## src/rtl/core/cms_pkg.sv

```systemverilog
package cms_pkg;

  // Table geometry. Counter (row, column) sits at row * MAX_COLUMNS + column.
  localparam int MAX_COLUMNS = 1024;
  localparam int MAX_ROWS    = 4;
  localparam int COL_W       = $clog2(MAX_COLUMNS);
  localparam int ROW_W       = $clog2(MAX_ROWS);
  localparam int ADDR_W      = ROW_W + COL_W;
  localparam int DEPTH       = MAX_ROWS * MAX_COLUMNS;

  // Field widths.
  localparam int KEY_W       = 32;
  localparam int CNT_W       = 32;
  localparam int ROW_SEL_W   = 2;
  localparam int COL_SEL_W   = 10;
  localparam int COLS_CFG_W  = 11;
  localparam int ROWS_CFG_W  = 3;
  localparam int COEF_W      = 64;
  localparam int CFG_IDX_W   = 3;
  localparam int CFG_DATA_W  = 64;

  localparam logic [KEY_W-1:0] HASH_PRIME = 32'hFFFF_FFFB;

  // Remainder unit: DIV_BITS dividend bits retired per cycle.
  localparam int DIV_BITS   = 2;
  localparam int DIV_STEPS  = KEY_W / DIV_BITS;
  localparam int DIV_STEP_W = $clog2(DIV_STEPS);

  // Configuration register indexes.
  localparam logic [CFG_IDX_W-1:0] CFG_COLUMNS = 3'd0;
  localparam logic [CFG_IDX_W-1:0] CFG_ROWS    = 3'd1;
  localparam logic [CFG_IDX_W-1:0] CFG_COEF0   = 3'd2;
  localparam logic [CFG_IDX_W-1:0] CFG_COEF1   = 3'd3;
  localparam logic [CFG_IDX_W-1:0] CFG_COEF2   = 3'd4;
  localparam logic [CFG_IDX_W-1:0] CFG_COEF3   = 3'd5;

  // Command codes.
  localparam logic CMD_UPDATE = 1'b0;
  localparam logic CMD_READ   = 1'b1;

  typedef enum logic [3:0] {
    S_CLEAR,
    S_IDLE,
    S_HASH,
    S_HASH_WAIT,
    S_RMW_READ,
    S_RMW_WRITE,
    S_READ,
    S_READ_DATA,
    S_DONE
  } cms_state_t;

  typedef enum logic [1:0] {
    H_IDLE,
    H_RED,
    H_DIV,
    H_DONE
  } hash_state_t;

  typedef struct packed {
    logic                  start;
    logic [KEY_W-1:0]      key;
    logic [COEF_W-1:0]     coef;
    logic [COLS_CFG_W-1:0] cols;
  } hash_req_t;

  typedef struct packed {
    logic             done;
    logic [COL_W-1:0] column;
  } hash_rsp_t;

endpackage

```

## src/rtl/core/cms_hash.sv

```systemverilog
module cms_column_hash (
  input  logic                clk,
  input  logic                rst,
  input  cms_pkg::hash_req_t  req,
  output cms_pkg::hash_rsp_t  rsp
);

  cms_pkg::hash_state_t hash_state, hash_state_next;

  logic [cms_pkg::KEY_W-1:0]      prod;
  logic [cms_pkg::KEY_W-1:0]      addend;
  logic [cms_pkg::COLS_CFG_W-1:0] divisor;
  logic [cms_pkg::KEY_W-1:0]      dvd;
  logic [cms_pkg::COL_W-1:0]      rem;
  logic [cms_pkg::COL_W-1:0]      rem_next;
  logic [cms_pkg::DIV_STEP_W-1:0] step;
  logic [cms_pkg::KEY_W-1:0]      prod_lo;
  logic [cms_pkg::KEY_W-1:0]      sum;
  logic [cms_pkg::KEY_W-1:0]      reduced;

  // Low half of the product only; the hash keeps the truncated value.
  assign prod_lo = req.coef[cms_pkg::COEF_W-1:cms_pkg::KEY_W] * req.key;
  assign sum     = prod + addend;
  assign reduced = (sum >= cms_pkg::HASH_PRIME) ? sum - cms_pkg::HASH_PRIME : sum;

  // Restoring remainder, DIV_BITS dividend bits per cycle, MSB first.
  always_comb begin
    logic [cms_pkg::COL_W:0]   t;
    logic [cms_pkg::COL_W-1:0] r;
    r = rem;
    t = '0;
    for (int i = 0; i < cms_pkg::DIV_BITS; i++) begin
      t = {r, dvd[cms_pkg::KEY_W-1-i]};
      if (t >= divisor[cms_pkg::COL_W:0]) begin
        t = t - divisor[cms_pkg::COL_W:0];
      end
      r = t[cms_pkg::COL_W-1:0];
    end
    rem_next = r;
  end

  always_ff @(posedge clk) begin
    if (rst) begin
      hash_state <= cms_pkg::H_IDLE;
    end else begin
      hash_state <= hash_state_next;
    end
  end

  always_comb begin
    hash_state_next = hash_state;
    rsp.done        = 1'b0;
    rsp.column      = rem;
    case (hash_state)
      cms_pkg::H_IDLE: begin
        if (req.start) begin
          hash_state_next = cms_pkg::H_RED;
        end
      end
      cms_pkg::H_RED: begin
        hash_state_next = cms_pkg::H_DIV;
      end
      cms_pkg::H_DIV: begin
        if (step == cms_pkg::DIV_STEP_W'(cms_pkg::DIV_STEPS - 1)) begin
          hash_state_next = cms_pkg::H_DONE;
        end
      end
      cms_pkg::H_DONE: begin
        rsp.done        = 1'b1;
        hash_state_next = cms_pkg::H_IDLE;
      end
      default: begin
        hash_state_next = cms_pkg::H_IDLE;
      end
    endcase
  end

  always_ff @(posedge clk) begin
    if (rst) begin
      step <= '0;
    end else if (hash_state == cms_pkg::H_RED) begin
      step <= '0;
    end else if (hash_state == cms_pkg::H_DIV) begin
      step <= step + 1'b1;
    end
  end

  always_ff @(posedge clk) begin
    case (hash_state)
      cms_pkg::H_IDLE: begin
        if (req.start) begin
          prod    <= prod_lo;
          addend  <= req.coef[cms_pkg::KEY_W-1:0];
          divisor <= req.cols;
        end
      end
      cms_pkg::H_RED: begin
        dvd <= reduced;
        rem <= '0;
      end
      cms_pkg::H_DIV: begin
        dvd <= dvd << cms_pkg::DIV_BITS;
        rem <= rem_next;
      end
      default: begin
      end
    endcase
  end

endmodule

```

## config.mk

```make
export PLATFORM = sky130hd
export DESIGN_NAME = cms_column_hash
export DESIGN_NICKNAME = d
export VERILOG_FILES = /design/src/rtl/core/cms_pkg.sv /design/src/rtl/core/cms_hash.sv
export SDC_FILE = /design/constraint.sdc
export NUM_CORES = 1
export LEC_CHECK = 0
export ABC_AREA = 0
export BUFFER_PORTS_ARGS = -buffer_cell sky130_fd_sc_hd__buf_4
export CORE_ASPECT_RATIO = 1.75
export CORE_MARGIN = 2
export CORE_UTILIZATION = 48
export CTS_BUF_LIST = sky130_fd_sc_hd__clkbuf_4
export DETAILED_ROUTE_END_ITERATION = 8
export PLACE_DENSITY = 0.68
export SYNTH_ARGS = -nofsm -noshare
export SYNTH_HDL_FRONTEND = slang
export SYNTH_SLANG_ARGS = --single-unit
```

## constraint.sdc

```tcl
create_clock -name clk -period 9.1 [get_ports clk]
set_input_delay 2.275 -clock clk [delete_from_list [all_inputs] [get_ports clk]]
set_output_delay 2.275 -clock clk [all_outputs]
set_load 0.01 [all_outputs]
```

==> qor.tcl <==
set qor(run_status) {complete, no violations}
set qor(firstDrtPassIters) 6
set qor(clock-root-buffer) {clkbuf_4}
set qor(placement.io_buffers) 120
set qor(gp_routability_congestion) 0.929
set qor(layout-drive-gt1-share) 0.121
set qor(antenna_violations_before_repair) 2
set qor(hold-path-cell-count) 2
set qor(worst_clock_skew_ps) 30.1
set qor(start_util) 0.484
set qor(yosysUniqueCellTypes) 65
set qor(tritoncts_buffers) 17
set qor(worst-endpoint-arrival_ps) 9120
set qor(clock_sink_count) 123
set qor(rsz0062_at_grt) {no}
set qor(critical_path_class) {input port to flip-flop}
set qor(grt_pass1_wl_um) 101000
set qor(critical_path.cell_chain) {buf_4 -> and2_1 -> fa_1 -> inv_1 -> fa_1 -> fa_1 -> fa_1 -> inv_1 -> ha_1 -> ha_1 -> fa_1 -> fa_1 -> ha_1 -> a21o_1 -> a21o_1 -> a2111oi_0 -> buf_4 -> o21ai_0 -> a2bb2oi_1 -> a221oi_2 -> o21ai_0 -> o21a_1 -> nor2_1 -> xnor2_1}
set qor(nets) 3268
set qor(globalRouteTotalUtil) 0.270
set qor(wl_per_cell_um) 20.3
set qor(report.final.hold_viol_count) 0
set qor(max-slew-margin-rel) 0.319
set qor(crit_path_top_delay_cell) {a2111oi_0}
set qor(max_clock_freq_ghz) 0.114
set qor(final_min_period_over_clock_period) 0.967
set qor(syn_inst) 2400
set qor(via_per_inst) 5.41
set qor(timing.reg2reg.setup_slack_ps) 3540
set qor(async_flop_share) 0
set qor(setup.worst_path.start_class) {input port}
set qor(finalMaxSlewViolations) 0
set qor(hold_path_startpoint) {dvd[26]$_DFFE_PP_}
set qor(die_y_um) 294
set qor(multi_input_area_um2) 17500
set qor(die_w_um) 170
set qor(core_area_um2) 47600
set qor(layout.cells.most_common) {inv_1}
set qor(drt-initial-drc-count) 819
set qor(max_cap_violations) 0
set qor(grt_start_max_net_pins) 76
set qor(tritoncts) {done}
set qor(cts.reportedPaths.clkPinSlew_ps) 120
set qor(yosys_warnings) 0
set qor(ys_ff_latch) 123
set qor(cts_buffer_depth) 2
set qor(seqCellArea_um2) 3630
set qor(setup_violations) 0
set qor(timing.critical_path.required_ps) 9420
set qor(drt_drc_violations_left) 0
set qor(transition_time_of_the_tightest_slew_check_pin_ps) 1020
set qor(path_delay_family) {adder cells}
set qor(synth.cell_area_um2) 23100
set qor(detail-route-antenna-nets) 0
set qor(period_needed_ps) 8800
set qor(areaGrowthSynthToFinish_pct) 11.3
set qor(cpPeakStageDelay_ps) 570
set qor(syn_avg_cell_area_um2) 9.61
set qor(rows) 106
set qor(synth-edff-count) 117
set qor(gr-total-overflow) 0
set qor(first_global_vias) 19334
set qor(wl_um) 64500
set qor(utilization) 0.539
set qor(rr_worst_depth) 23
set qor(end_kind) {flip-flop}
set qor(synth.net_count) 3104
set qor(regToRegEndpoint) {rem[8]$_SDFFCE_PN0P_}
set qor(seq_area_frac_synth) 0.158
set qor(worst_r2r_startpoint) {rem[0]$_SDFFCE_PN0P_}
set qor(io_pins) 121
set qor(most-common-layout-cells) {inv_1 (415), fa_1 (411), and2_1 (298), nand2_1 (288), buf_4 (252)}
set qor(cts-htree-levels) 4
set qor(number_of_fillers_in_the_final_layout) 4358
set qor(path_common_cell) {fa_1}
set qor(post-dp-hpwl_um) 55700
set qor(fp.dieArea_um2) 49900
set qor(ys.flop_type) {edfxtp_1}
set qor(routed-via-count) 17171
set qor(clkLatencyLatePin_ps) 590
set qor(path_buf_inv) 4
set qor(hold_path_sink) {dvd[28]$_DFFE_PP_}
set qor(path_max_fanout) 18
set qor(hold_class) {flip-flop to flip-flop}
==> flip-flops by register name (all words and copies together), names as in the netlist <==
name / count
rem: 10
prod: 32
step: 4
dvd: 32
divisor: 11
addend: 32
hash_state: 2
==> final cells by class <==
class,instances,area share
multi-input cells,1752,0.681
diodes,1,0.0000975
clock buffers,17,0.00497
well taps,594,0.0290
repair buffers,255,0.0761
inverters,415,0.0607
clock inverters,15,0.00668
flip-flops and latches,123,0.142
==> kinds of logic (layout without fill, tap and decap cells) <==
family	after synthesis	after routing	synth area share
flip-flops	123	123	0.158
other	0	1	0
AND/OR/NAND/NOR	753	753	0.166
buffers and inverters	525	702	0.0861
adder cells (fa/ha/maj)	594	594	0.456
AO/OA/AOI/OAI	247	247	0.0717
multiplexers	29	29	0.0131
XOR/XNOR	129	129	0.0490
==> worst max-delay path by stage <==
| stage | from | to | slack, ps | cells after the start |
|---|---|---|---|---|
| floorplan | req[56] | prod[31]$_DFFE_PP_ | 60 | 26 |
| global placement | req[77] | prod[28]$_DFFE_PP_ | -410 | 26 |
| detailed placement | req[77] | prod[28]$_DFFE_PP_ | -470 | 24 |
| CTS | req[77] | prod[28]$_DFFE_PP_ | 160 | 24 |
| global route | req[77] | prod[28]$_DFFE_PP_ | 20 | 26 |
| finish | req[77] | prod[28]$_DFFE_PP_ | 300 | 24 |
==> per-stage QoR <==
step | setup WS, ps | TNS, ps | std cells | hold WS [ps] | area, µm²
finish | 301 | 0 | 3172 | 544 | 25700
global route | 23.0 | 0 | 3172 | 579 | 25700
CTS | 159 | 0 | 3171 | 548 | 25700
detailed placement | -466 | -1330 | 3139 | 517 | 25400
global placement | -415 | -1130 | 3139 | 507 | 25400
floorplan | 58.3 | 0 | 2400 | 498 | 23100
==> worst register-to-register path: stages, from the launching register on <==
cell and delay (ps):
edfxtp_1 480, ha_1 400, nor2b_1 150, o21ai_0 100
a21boi_0 270, o21ai_0 160, a21oi_1 250, a31oi_1 180
a21oi_1 230, buf_4 220, mux2_2 380, inv_1 60
ha_1 230, nor2b_1 140, o21ai_0 230, a21boi_0 190
o21ai_0 200, nand2b_1 130, a211oi_1 310, o211ai_1 190
o41ai_2 260, buf_4 280, mux2i_1 210, nor2b_1 70
==> cells in the mapped netlist (7+ instances only) <==
cell / n / area (µm²)
o21ai_0: 33 / 165
nand2b_1: 9 / 56.3
nor3_1: 19 / 95.1
nor2b_1: 18 / 113
o211ai_1: 11 / 82.6
inv_1: 415 / 1560
nor2_1: 61 / 229
clkbuf_1: 102 / 383
a211oi_1: 11 / 82.6
fa_1: 411 / 8230
o21a_1: 8 / 60.1
mux2i_1: 20 / 200
nand4_1: 13 / 81.3
nand2_1: 288 / 1080
nand3_1: 15 / 75.1
xor2_1: 38 / 333
o31ai_1: 19 / 143
a21oi_1: 67 / 335
mux2_2: 9 / 101
a31oi_1: 7 / 43.8
xnor2_1: 91 / 797
edfxtp_1: 117 / 3510
or4_1: 7 / 52.6
ha_1: 183 / 2290
and2_1: 299 / 1870
a21o_1: 35 / 263
o21bai_1: 11 / 82.6
==> routing by layer <==
metal / track usage / up-vias / wire, µm / part of all wire
li1: - / 7839 / - / -
met1: 0.251 / 8689 / 20600 / 0.32
met2: 0.537 / 447 / 36900 / 0.57
met3: 0.0258 / 194 / 1810 / 0.028
met4: 0.189 / 2 / 5180 / 0.080
met5: 0 / - / 8 / 0.00012
==> repair_timing <==
item	4_1_cts	5_1_grt
gates resized for setup	0	1
buffers inserted	0	0
endpoints found under the setup margin	0	2
hold buffers	0	0
Power is not shown: default switching activity piles up to over one toggle a cycle in this logic, so the estimate is an artifact.
